$ cat src/sv/skbh_pkg.sv
`timescale 1ns / 1ps

package skbh_pkg;

    localparam int SUM_W       = 32;
    localparam int SHIFT_W     = 5;
    localparam int TSIZE_W     = 20;
    localparam int CFG_IDX_W   = 2;
    localparam int CFG_DATA_W  = 20;
    localparam int QUEUE_DEPTH = 2;

    localparam logic [CFG_IDX_W-1:0] REG_TABLE_SIZE       = 2'd0;
    localparam logic [CFG_IDX_W-1:0] REG_CASE_INSENSITIVE = 2'd1;

    localparam logic [TSIZE_W-1:0] TABLE_SIZE_RST = 20'd101;

    localparam logic [7:0] CHAR_UPPER_A = 8'h41;
    localparam logic [7:0] CHAR_UPPER_J = 8'h4A;
    localparam logic [7:0] CHAR_LOWER_A = 8'h61;
    localparam logic [7:0] CHAR_LOWER_Z = 8'h7A;
    localparam logic [7:0] CASE_OFFSET  = 8'd32;

    localparam logic [SHIFT_W-1:0] SHIFT_STEP = 5'd5;
    localparam logic [SHIFT_W-1:0] SHIFT_WRAP = 5'd25;
    localparam logic [SHIFT_W-1:0] SHIFT_DROP = 5'd24;

    // one finished key sum travelling from front to back
    typedef struct packed {
        logic             valid;
        logic [SUM_W-1:0] raw_sum;
    } sum_req_t;

    function automatic logic [SHIFT_W-1:0] next_shift(input logic [SHIFT_W-1:0] s);
        logic [SHIFT_W-1:0] t;
        t = s + SHIFT_STEP;
        if (t >= SHIFT_WRAP)
        begin
            t = t - SHIFT_DROP;
        end
        return t;
    endfunction

endpackage

$ cat src/sv/skbh_if.sv
`timescale 1ns / 1ps

interface hash_in_if;
    logic       valid;
    logic       ready;
    logic       kind;
    logic [7:0] key_byte;
    logic       last_of_key;

    modport source (output valid, output kind, output key_byte, output last_of_key,
                    input ready);
    modport sink   (input valid, input kind, input key_byte, input last_of_key,
                    output ready);
endinterface

interface hash_out_if;
    logic                              valid;
    logic                              ready;
    logic [skbh_pkg::TSIZE_W-1:0]      bucket;
    logic [skbh_pkg::SUM_W-1:0]        raw_sum;

    modport source (output valid, output bucket, output raw_sum, input ready);
    modport sink   (input valid, input bucket, input raw_sum, output ready);
endinterface

interface cfg_if;
    logic                              valid;
    logic                              ready;
    logic [skbh_pkg::CFG_IDX_W-1:0]    index;
    logic [skbh_pkg::CFG_DATA_W-1:0]   data;

    modport source (output valid, output index, output data, input ready);
    modport sink   (input valid, input index, input data, output ready);
endinterface

$ cat src/sv/skbh_front.sv
`timescale 1ns / 1ps

module skbh_front (
    input  logic                clk,
    input  logic                rst_n,
    hash_in_if.sink             key_in,
    input  logic                case_insensitive,
    input  logic                queue_full,
    output skbh_pkg::sum_req_t  push
);

    logic [skbh_pkg::SUM_W-1:0]   running_sum_reg;
    logic [skbh_pkg::SHIFT_W-1:0] shift_reg;

    logic                         accept;
    logic [7:0]                   c_text;
    logic [7:0]                   c_lo;
    logic [7:0]                   c_hi;
    logic [skbh_pkg::SHIFT_W-1:0] shift1;
    logic [skbh_pkg::SHIFT_W-1:0] shift2;
    logic [skbh_pkg::SHIFT_W-1:0] shift_after;
    logic [skbh_pkg::SUM_W-1:0]   add_term;
    logic [skbh_pkg::SUM_W-1:0]   sum_after;

    assign key_in.ready = !queue_full;
    assign accept       = key_in.valid && key_in.ready;

    always_comb
    begin
        c_text = key_in.key_byte;
        if (case_insensitive && (c_text >= skbh_pkg::CHAR_LOWER_A)
                && (c_text <= skbh_pkg::CHAR_LOWER_Z))
        begin
            c_text = c_text - skbh_pkg::CASE_OFFSET;
        end
        c_lo   = skbh_pkg::CHAR_UPPER_A + {4'b0, key_in.key_byte[3:0]};
        c_hi   = skbh_pkg::CHAR_UPPER_J + {4'b0, key_in.key_byte[7:4]};
        shift1 = skbh_pkg::next_shift(shift_reg);
        shift2 = skbh_pkg::next_shift(shift1);
        if (key_in.kind)
        begin
            // binary byte: low nibble char then high nibble char, both positive
            add_term    = ({24'b0, c_lo} << shift_reg) + ({24'b0, c_hi} << shift1);
            shift_after = shift2;
        end
        else
        begin
            add_term    = {{24{c_text[7]}}, c_text} << shift_reg;
            shift_after = shift1;
        end
        sum_after = running_sum_reg + add_term;
    end

    assign push.valid   = accept && key_in.last_of_key;
    assign push.raw_sum = sum_after;

    always_ff @(posedge clk or negedge rst_n)
    begin
        if (!rst_n)
        begin
            running_sum_reg <= '0;
            shift_reg       <= '0;
        end
        else if (accept)
        begin
            if (key_in.last_of_key)
            begin
                running_sum_reg <= '0;
                shift_reg       <= '0;
            end
            else
            begin
                running_sum_reg <= sum_after;
                shift_reg       <= shift_after;
            end
        end
    end

endmodule

$ cat src/sv/skbh_queue.sv
`timescale 1ns / 1ps

module skbh_queue #(
    parameter int DEPTH = skbh_pkg::QUEUE_DEPTH
) (
    input  logic                clk,
    input  logic                rst_n,
    input  skbh_pkg::sum_req_t  push,
    input  logic                pop,
    output skbh_pkg::sum_req_t  head,
    output logic                full
);

    localparam int PTR_W = (DEPTH > 1) ? $clog2(DEPTH) : 1;
    localparam int CNT_W = $clog2(DEPTH + 1);

    logic [skbh_pkg::SUM_W-1:0] entry_reg [DEPTH];
    logic [PTR_W-1:0]           wr_ptr_reg;
    logic [PTR_W-1:0]           rd_ptr_reg;
    logic [CNT_W-1:0]           count_reg;

    logic do_push;
    logic do_pop;

    assign full         = (count_reg == CNT_W'(DEPTH));
    assign head.valid   = (count_reg != '0);
    assign head.raw_sum = entry_reg[rd_ptr_reg];
    assign do_push      = push.valid && !full;
    assign do_pop       = pop && head.valid;

    always_ff @(posedge clk)
    begin
        if (do_push)
        begin
            entry_reg[wr_ptr_reg] <= push.raw_sum;
        end
    end

    always_ff @(posedge clk or negedge rst_n)
    begin
        if (!rst_n)
        begin
            wr_ptr_reg <= '0;
            rd_ptr_reg <= '0;
            count_reg  <= '0;
        end
        else
        begin
            if (do_push)
            begin
                wr_ptr_reg <= (wr_ptr_reg == PTR_W'(DEPTH - 1)) ? '0 : wr_ptr_reg + 1'b1;
            end
            if (do_pop)
            begin
                rd_ptr_reg <= (rd_ptr_reg == PTR_W'(DEPTH - 1)) ? '0 : rd_ptr_reg + 1'b1;
            end
            if (do_push && !do_pop)
            begin
                count_reg <= count_reg + 1'b1;
            end
            else if (do_pop && !do_push)
            begin
                count_reg <= count_reg - 1'b1;
            end
        end
    end

endmodule

$ cat src/sv/skbh_back.sv
`timescale 1ns / 1ps

module skbh_back (
    input  logic                            clk,
    input  logic                            rst_n,
    input  skbh_pkg::sum_req_t              head,
    output logic                            pop,
    input  logic [skbh_pkg::TSIZE_W-1:0]    table_size,
    hash_out_if.source                      hash_out
);

    typedef enum logic [1:0] {
        ST_IDLE,
        ST_RUN,
        ST_HOLD
    } state_t;

    state_t                         state_reg;
    logic [skbh_pkg::SUM_W-1:0]     dividend_reg;
    logic [skbh_pkg::SUM_W-1:0]     sum_reg;
    logic [skbh_pkg::TSIZE_W-1:0]   rem_reg;
    logic [4:0]                     cnt_reg;
    logic                           out_valid_reg;
    logic [skbh_pkg::TSIZE_W-1:0]   bucket_reg;
    logic [skbh_pkg::SUM_W-1:0]     raw_sum_reg;

    logic [skbh_pkg::TSIZE_W:0]     trial;
    logic [skbh_pkg::TSIZE_W:0]     trial_diff;
    logic                           trial_ge;
    logic                           out_free;

    // restoring remainder, one dividend bit per cycle
    assign trial      = {rem_reg, dividend_reg[skbh_pkg::SUM_W-1]};
    assign trial_diff = trial - {1'b0, table_size};
    assign trial_ge   = (trial >= {1'b0, table_size});
    assign out_free   = !out_valid_reg || hash_out.ready;
    assign pop        = (state_reg == ST_IDLE) && head.valid;

    assign hash_out.valid   = out_valid_reg;
    assign hash_out.bucket  = bucket_reg;
    assign hash_out.raw_sum = raw_sum_reg;

    always_ff @(posedge clk or negedge rst_n)
    begin
        if (!rst_n)
        begin
            state_reg     <= ST_IDLE;
            out_valid_reg <= 1'b0;
            dividend_reg  <= '0;
            sum_reg       <= '0;
            rem_reg       <= '0;
            cnt_reg       <= '0;
            bucket_reg    <= '0;
            raw_sum_reg   <= '0;
        end
        else
        begin
            if ((state_reg == ST_HOLD) && out_free)
            begin
                out_valid_reg <= 1'b1;
            end
            else if (hash_out.ready)
            begin
                out_valid_reg <= 1'b0;
            end
            unique case (state_reg)
                ST_IDLE:
                begin
                    if (head.valid)
                    begin
                        dividend_reg <= head.raw_sum;
                        sum_reg      <= head.raw_sum;
                        rem_reg      <= '0;
                        cnt_reg      <= '1;
                        state_reg    <= ST_RUN;
                    end
                end
                ST_RUN:
                begin
                    rem_reg      <= trial_ge ? trial_diff[skbh_pkg::TSIZE_W-1:0]
                                             : trial[skbh_pkg::TSIZE_W-1:0];
                    dividend_reg <= {dividend_reg[skbh_pkg::SUM_W-2:0], 1'b0};
                    cnt_reg      <= cnt_reg - 1'b1;
                    if (cnt_reg == '0)
                    begin
                        state_reg <= ST_HOLD;
                    end
                end
                ST_HOLD:
                begin
                    if (out_free)
                    begin
                        bucket_reg    <= (table_size == '0) ? '0 : rem_reg;
                        raw_sum_reg   <= sum_reg;
                        state_reg     <= ST_IDLE;
                    end
                end
                default:
                begin
                    state_reg <= ST_IDLE;
                end
            endcase
        end
    end

endmodule

$ cat src/sv/string_key_bucket_hash.sv
`timescale 1ns / 1ps

// channel   dir  handshake       payload
// key_in    in   valid / ready   kind, key_byte, last_of_key
// hash_out  out  valid / ready   bucket, raw_sum
// cfg       in   valid / ready   index, data (ready tied high)
//
// One key byte is taken every cycle while the queue is not full; the sum is
// updated in the same cycle. The last byte of a key queues its sum; the
// remainder unit takes one key at a time (load, 32 bit steps, hand-off), so
// short keys back up into the queue and then stall key_in.
// Reset clears the running sum, the queue and the output register.

module string_key_bucket_hash #(
    parameter int QUEUE_DEPTH = skbh_pkg::QUEUE_DEPTH
) (
    input  logic        clk,
    input  logic        rst_n,
    hash_in_if.sink     key_in,
    hash_out_if.source  hash_out,
    cfg_if.sink         cfg
);

    logic [skbh_pkg::TSIZE_W-1:0] table_size_reg;
    logic                         case_insensitive_reg;

    skbh_pkg::sum_req_t push;
    skbh_pkg::sum_req_t head;
    logic               pop;
    logic               queue_full;

    assign cfg.ready = 1'b1;

    always_ff @(posedge clk or negedge rst_n)
    begin
        if (!rst_n)
        begin
            table_size_reg       <= skbh_pkg::TABLE_SIZE_RST;
            case_insensitive_reg <= 1'b0;
        end
        else if (cfg.valid)
        begin
            unique case (cfg.index)
                skbh_pkg::REG_TABLE_SIZE:
                begin
                    table_size_reg <= cfg.data[skbh_pkg::TSIZE_W-1:0];
                end
                skbh_pkg::REG_CASE_INSENSITIVE:
                begin
                    case_insensitive_reg <= cfg.data[0];
                end
                default:
                begin
                end
            endcase
        end
    end

    skbh_front u_front (
        .clk              (clk),
        .rst_n            (rst_n),
        .key_in           (key_in),
        .case_insensitive (case_insensitive_reg),
        .queue_full       (queue_full),
        .push             (push)
    );

    skbh_queue #(
        .DEPTH (QUEUE_DEPTH)
    ) u_queue (
        .clk   (clk),
        .rst_n (rst_n),
        .push  (push),
        .pop   (pop),
        .head  (head),
        .full  (queue_full)
    );

    skbh_back u_back (
        .clk        (clk),
        .rst_n      (rst_n),
        .head       (head),
        .pop        (pop),
        .table_size (table_size_reg),
        .hash_out   (hash_out)
    );

endmodule

$ cat src/flat_wrapper.sv
// flat-port wrapper written by rule: the top's interface ports become plain ports
module string_key_bucket_hash_flat 
#(
    parameter int QUEUE_DEPTH = skbh_pkg::QUEUE_DEPTH
)
  (clk, rst_n, key_in_valid, key_in_kind, key_in_key_byte, key_in_last_of_key, key_in_ready, hash_out_valid, hash_out_bucket, hash_out_raw_sum, hash_out_ready, cfg_valid, cfg_index, cfg_data, cfg_ready);
  hash_in_if key_in_i ();
  hash_out_if hash_out_i ();
  cfg_if cfg_i ();
  input  logic clk;
  input  logic rst_n;
  input wire logic [$bits(key_in_i.valid)-1:0] key_in_valid;
  input wire logic [$bits(key_in_i.kind)-1:0] key_in_kind;
  input wire logic [$bits(key_in_i.key_byte)-1:0] key_in_key_byte;
  input wire logic [$bits(key_in_i.last_of_key)-1:0] key_in_last_of_key;
  output wire logic [$bits(key_in_i.ready)-1:0] key_in_ready;
  output wire logic [$bits(hash_out_i.valid)-1:0] hash_out_valid;
  output wire logic [$bits(hash_out_i.bucket)-1:0] hash_out_bucket;
  output wire logic [$bits(hash_out_i.raw_sum)-1:0] hash_out_raw_sum;
  input wire logic [$bits(hash_out_i.ready)-1:0] hash_out_ready;
  input wire logic [$bits(cfg_i.valid)-1:0] cfg_valid;
  input wire logic [$bits(cfg_i.index)-1:0] cfg_index;
  input wire logic [$bits(cfg_i.data)-1:0] cfg_data;
  output wire logic [$bits(cfg_i.ready)-1:0] cfg_ready;
  assign key_in_i.valid = key_in_valid;
  assign key_in_i.kind = key_in_kind;
  assign key_in_i.key_byte = key_in_key_byte;
  assign key_in_i.last_of_key = key_in_last_of_key;
  assign key_in_ready = key_in_i.ready;
  assign hash_out_valid = hash_out_i.valid;
  assign hash_out_bucket = hash_out_i.bucket;
  assign hash_out_raw_sum = hash_out_i.raw_sum;
  assign hash_out_i.ready = hash_out_ready;
  assign cfg_i.valid = cfg_valid;
  assign cfg_i.index = cfg_index;
  assign cfg_i.data = cfg_data;
  assign cfg_ready = cfg_i.ready;
  string_key_bucket_hash #(.QUEUE_DEPTH(QUEUE_DEPTH)) u_core (.clk(clk), .rst_n(rst_n), .key_in(key_in_i), .hash_out(hash_out_i), .cfg(cfg_i));
endmodule
$ cat config.mk
export PLATFORM = sky130hd
export DESIGN_NAME = string_key_bucket_hash_flat
export DESIGN_NICKNAME = d
export VERILOG_FILES = /design/src/sv/skbh_pkg.sv /design/src/sv/skbh_if.sv /design/src/sv/skbh_front.sv /design/src/sv/skbh_queue.sv /design/src/sv/skbh_back.sv /design/src/sv/string_key_bucket_hash.sv /design/src/flat_wrapper.sv
export SDC_FILE = /design/constraint.sdc
export NUM_CORES = 1
export LEC_CHECK = 0
export BUFFER_PORTS_ARGS = -buffer_cell sky130_fd_sc_hd__buf_2
export CAP_MARGIN = 20
export CORE_MARGIN = 5
export CORE_UTILIZATION = 55
export CTS_CLUSTER_DIAMETER = 120
export DETAILED_ROUTE_END_ITERATION = 16
export PLACE_DENSITY = 0.73
export SYNTH_ARGS = -nofsm -noshare
export SYNTH_HDL_FRONTEND = slang
export SYNTH_SLANG_ARGS = --single-unit
$ cat constraint.sdc
create_clock -name clk -period 13.8 [get_ports clk]
set_input_delay 1.38 -clock clk [delete_from_list [all_inputs] [get_ports clk]]
set_output_delay 1.38 -clock clk [all_outputs]
set_load 0.01 [all_outputs]
==> results.cfg, run 1 <==
[synthesis]
yosys_warnings = 0
ys_seq_area_share_pct = 42.8
syn-cell-area_um2 = 16600
synthesis.instances = 1687
synth-edff-count = 64
synth.distinct_cells = 83
ys_async_sr_fraction_pct = 76.3
synth_area_per_cell_um2 = 9.81
synth.top_cell.area_share_pct = 30.5
synthTopCellsByArea = dfrtp_1 (31%), edfxtp_1 (12%), ha_1 (7.8%)
ys_ff_latch = 270
yosys_most_used_dff = dfrtp_1
yosys.area.top_type = dfrtp_1
synth_nets = 1830
synth_common_cells = dfrtp_1 (202), nor2_1 (167), nand2_1 (128), ha_1 (103), o21ai_0 (102)
yosys.cell_count.top_type = dfrtp_1

[critical_path]
cp.required_ns = 14.21
end_kind = flop
path_class = reg2reg
cpPeakStageDelay_ns = 0.88
cp-start-kind = flop
r2r_cells = 33
worstPathArrival_ns = 9.42
worst-path-max-fanout = 27
critPathSlowestCell = dfrtp_1
r2r_slack_ns = 4.78

[status]
status = finished clean

[clocking]
ctsHoldBuffers = 0
clockRootBuffer = clkbuf_16
clockBufferDepth = 3
cts_sinks = 270
cts-resized-gates = 0
cts_tree = yes
cts_buffers = 26
clk_latency_ns = 0.52
clkTransAtPathRegs_ns = 0.06
post-cts-setup-buffers = 0
h-tree-depth = 1

[die]
die_area_um2 = 33700
dieHeight_um = 183
pin_count = 92
initial_utilization_pct = 55.7
row_count = 63
die_w_um = 183
core_area_um2 = 29700

[pwr]
clkPwrFrac_pct = 15.8
p_comb_share_pct = 55.7
switching_share_pct = 44.1
power_switching_mw = 2.08
p_int_mw = 2.63
total_power_mw = 4.71
power_density_nw_per_um2 = 258
power.leakage_nw = 8.67
vdd_drop_max_v = 0.000147
seqPwrFrac_pct = 28.5

[worst_hold_path]
hold_path_depth = 1
hp-class = reg2reg

[sta]
layout_setup_ws_ns = 4.78
fin_crit_sh_pct = 65.3
slew_headroom_pct = 33.6
grt_setup_unrepaired = no
tightest_slew_ns = 0.992
hold_viol_final = 0
fmax_ghz = 0.111
period_minus_slack_ns = 9.02
tns_ns = 0
setup_viol = 0
final.setup_skew_ns = 0.0129
slew_violations = 0

[routing]
totalWireLength_um = 42100
viasPerCell = 6.10
first_pass_iters = 7
drt_iter0_markers = 1137
drcViolationCount = 0
vias = 13100
post_drt_wl_per_cell_um = 19.6
ant_nets = 0

[placement]
place_ws_ns = 5.01
io_buffers = 90
place_inst = 2099
place_hpwl_um = 30700
gp_congestion = 1.02

[job]
max_cap_viol_count = 0

[cells_and_area]
final_cell_count_no_fill = 2147
final-seq-area_um2 = 7080
nFillCells = 2479
drive_gt1_share_pct = 13.3
n_antenna_cell = 0
utilization_pct = 61.4
nets = 1881
multi_input_area_um2 = 8900
largest_reg_flops = 64
area_delta_synth_final_pct = 10.2

[global_route]
grt_overflow_total = 0
grt_usage_pct = 24.7
grt_max_degree = 86
antenna_found_initial = 0
grt_pass1_wl_um = 68400
first_global_vias = 12500
==> path summary, 6_finish.rpt <==
| check | end | from |
|---|---|---|
| min | u_core.u_back.cnt_reg[3] | u_core.u_back.cnt_reg[3] |
| min in group asynchronous | u_core.u_front.shift_reg[2] | rst_n |
| max | u_core.u_front.running_sum_reg[31] | u_core.u_front.shift_reg[2] |
| max in group asynchronous | u_core.u_queue.rd_ptr_reg | rst_n |
| max reg2reg | u_core.u_front.running_sum_reg[31] | u_core.u_front.shift_reg[2] |
| min reg2reg | u_core.u_back.cnt_reg[3] | u_core.u_back.cnt_reg[3] |
==> cell families after synthesis <==
| group | share of synthesized area, % |
|---|---|
| compound gates | 21.1 |
| simple gates | 12.4 |
| flops | 42.8 |
| buf+inv | 3.55 |
| mux | 7.46 |
| fa+ha+maj | 8.15 |
| xor+xnor | 4.48 |
| other cells | 0.0227 |
==> critical path: cells and delay by family, from the launching register on <==
kind | cells | cell delay [ns]
compound gates | 16 | 3.40
simple gates | 6 | 1.68
fa+ha+maj | 5 | 1.55
flops | 1 | 0.88
xor+xnor | 4 | 0.76
buf+inv | 2 | 0.63
==> cell type report <==
class	count	share of cell area (%)
multi-input combinational	1266	48.8
inverter	66	1.36
sequential	270	38.8
clock inverter	7	0.514
clock buffer	40	4.49
tap	390	2.67
timing repair buffer	108	3.37
==> layout by cell type (no fill, tap or decap), drive strengths merged, types with 14 or more instances in the layout <==
cell    synthesis  routed
a211oi         18      18
a21o           63      63
a21oi         101     101
a221o          33      33
a22o           51      51
a31oi          19      19
and2           14      14
buf            17     107
clkbuf         68      41
dfrtp         202     202
edfxtp         64      64
ha            103     103
inv            65      67
mux2           46      46
mux2i          69      69
nand2         128     128
nand2b         15      15
nand3          33      33
nor2          167     167
nor2b          14      14
nor3           21      21
o211ai         14      14
o21ai         117     117
o22ai          16      16
xnor2          52      52
xor2           31      31
==> routing by layer <==
layer  wire length [um]  share of wire (%)  GRT usage (%)  vias up
met1              19200                 46           35.4     6378
met3               1740                4.1           1.90       85
met5                  0                  0              0        -
li1                   -                  -              -     6275
met2              20000                 47           40.8      360
met4               1200                2.9           6.97        0
==> per-stage QoR <==
stage | hold WS [ns] | cell area, um2
final | 0.474 | 18200
after CTS | 0.473 | 18200
after floorplan | 0.446 | 16600
after detailed placement | 0.466 | 17300
after global placement | 0.457 | 17300
after global routing | 0.496 | 18200
==> power groups by stage <==
stage / logic, mW / clock network, mW / registers, mW
finish: 2.62 / 0.746 / 1.34
global route: 2.90 / 0.793 / 1.37
CTS: 2.59 / 0.759 / 1.34
detailed placement: 2.57 / 0 / 1.35
global placement: 2.52 / 0 / 1.34
floorplan: 1.97 / 0 / 1.28
No activity file was read; power rests on OpenSTA's default activity.
==> run 2: changes to the inputs <==
Settings changed: PLACE_DENSITY 0.73 to 0.76.
Clock period 13.8 ns to 7.9 ns, I/O delays scaled along.
==> run 2 against run 1 <==
Clock-buffer cell count decreased by 8. Design area barely moved. Non-clock buffer count is 8 higher. Clock power rose by 61%. Utilization shrank 0.050 points. First-iteration DRC count increased by 16%. Critical endpoint unchanged. Worst setup slack worse by 4.3 ns. Register-to-register slack got worse by 4.3 ns.
==> results.cfg, run 2 (synthesis results as in run 1) <==
[routing]
first_pass_iters = 5
drcViolationCount = 0
totalWireLength_um = 41800
ant_nets = 0
post_drt_wl_per_cell_um = 19.4
viasPerCell = 6.21
drt_iter0_markers = 1316
vias = 13400

[die]
pin_count = 92
row_count = 63
core_area_um2 = 29700
dieHeight_um = 183
die_w_um = 183
die_area_um2 = 33700
initial_utilization_pct = 55.7

[global_route]
first_global_vias = 13000
met3_usage_pct = 2.20
grt_pass1_wl_um = 68300
use_met2_pct = 39.0
grt_usage_pct = 24.5
antenna_found_initial = 0
use_met1_pct = 36.0
gr-max-usage-layer = met2
grt_overflow_total = 0
grt_max_degree = 113

[cells_and_area]
largest_reg_flops = 64
final_common_cell = dfrtp_1
area_delta_synth_final_pct = 10.1
drive_gt1_share_pct = 14.0
nFillCells = 2432
nets = 1889
finalInstanceArea_um2 = 18200
n_antenna_cell = 0
final_cell_mix = dfrtp_1 (201), nor2_1 (165), nand2_1 (128), ha_1 (102), o21ai_0 (101)

[critical_path]
critPathSlowestCell = a2111o_2
worstPathArrival_ns = 7.87
path_class = reg2reg
cp-start-kind = flop
r2r_slack_ns = 0.44
path_delay_family = compound AO/OA/AOI/OAI gates
path_buf_inv = 1
end_kind = flop
cp.required_ns = 8.31
cpPeakStageDelay_ns = 0.53
worst-path-max-fanout = 12

[placement]
gp_congestion = 1.00
place_hpwl_um = 30500
place_area_um2 = 17400
io_buffers = 90

[job]
max_cap_viol_count = 0

[clocking]
clockRootBuffer = clkbuf_16
clkTransAtPathRegs_ns = 0.07
clk_latency_ns = 0.52
ctsHoldBuffers = 0
cts_sinks = 270
clockBufferDepth = 3
cts_tree = yes
post-cts-setup-buffers = 0
cts_buffers = 26
h-tree-depth = 1
cts-resized-gates = 0

[sta]
tns_ns = 0
period_minus_slack_ns = 7.46
slew_violations = 0
grt_setup_unrepaired = no
hold_viol_final = 0
setup_viol = 0
tightest_slew_ns = 0.996
fin_crit_sh_pct = 94.5
slew_headroom_pct = 33.5
final.setup_skew_ns = 0.0103
fmax_ghz = 0.134

[pwr]
power_switching_mw = 3.65
p_int_mw = 4.53
power.leakage_nw = 8.65
p_comb_share_pct = 57.0
seqPwrFrac_pct = 28.3
vdd_drop_max_v = 0.000277
clkPwrFrac_pct = 14.7
power_density_nw_per_um2 = 449
switching_share_pct = 44.6

[status]
status = finished clean

[worst_hold_path]
hp-class = in2async
run 2: cell count changes in the layout (fill, tap and decap cells not counted), moves of 2 or more:
cell,before,now
buf_4,17,26
clkbuf_16,28,26
clkbuf_8,8,4
clkinv_1,1,5
clkinv_2,2,5
clkinvlp_4,0,4
run 2: per-stage QoR:
step	hold slack, ns	setup WS [ns]	utilization [%]	power, mW	std cells
2_1_floorplan	0.446	0.781	-	5.68	1687
3_3_place_gp	0.460	0.503	58.5	6.73	2108
3_5_place_dp	0.466	0.243	58.5	6.87	2108
4_1_cts	0.441	0.217	61.3	8.11	2156
5_1_grt	0.464	0.0235	61.3	8.78	2156
6_report	0.402	0.436	61.3	8.18	2156
run 2: final cells by class:
class                           instances  area (um2)  area share [%]
Multi-Input combinational cell       1266        8920            49.0
Sequential cell                       270        7080            38.9
Clock buffer                           32         703            3.86
Timing Repair Buffer                  116         654            3.59
Tap cell                              390         488            2.68
Inverter                               66         248            1.36
Clock inverter                         16         128           0.700
run 2: final timing paths:
kind                                                      endpoint  depth (start not counted)                         from
max in group asynchronous       u_core.u_back.hash_out.raw_sum[17]                          3                        rst_n
worst min-delay path                   u_core.case_insensitive_reg                          1                        rst_n
min in group clk                         u_core.table_size_reg[16]                          3                 cfg_data[16]
worst max-delay path            u_core.u_front.running_sum_reg[31]                         30  u_core.u_front.shift_reg[1]
worst max register to register  u_core.u_front.running_sum_reg[31]                         30  u_core.u_front.shift_reg[1]
worst min register to register            u_core.u_back.cnt_reg[3]                          1     u_core.u_back.cnt_reg[3]
run 2: power by group through the flow:
| stage | sequential [mW] | combinational, mW | clock [mW] |
|---|---|---|---|
| after floorplan | 2.24 | 3.44 | 0 |
| after global placement | 2.31 | 4.43 | 0 |
| after detailed placement | 2.32 | 4.55 | 0 |
| after CTS | 2.31 | 4.58 | 1.22 |
| after global routing | 2.36 | 5.13 | 1.29 |
| final | 2.31 | 4.66 | 1.20 |
run 2: per-layer routing:
layer	part of all wire [%]	vias to the layer above
met5	0	-
met4	2.9	0
met3	5.6	90
met2	46	460
met1	45	6523
li1	-	6311
run 2: worst register-to-register path: cells and delay by family (launching register included):
| family | cells | cell delay (ns) |
|---|---|---|
| AND/OR/NAND/NOR | 5 | 1.15 |
| buffers and inverters | 1 | 0.09 |
| adder cells (fa/ha/maj) | 4 | 1.32 |
| flip-flops | 1 | 0.48 |
| multiplexers | 1 | 0.09 |
| XOR/XNOR | 3 | 0.56 |
| AO/OA/AOI/OAI | 16 | 3.66 |
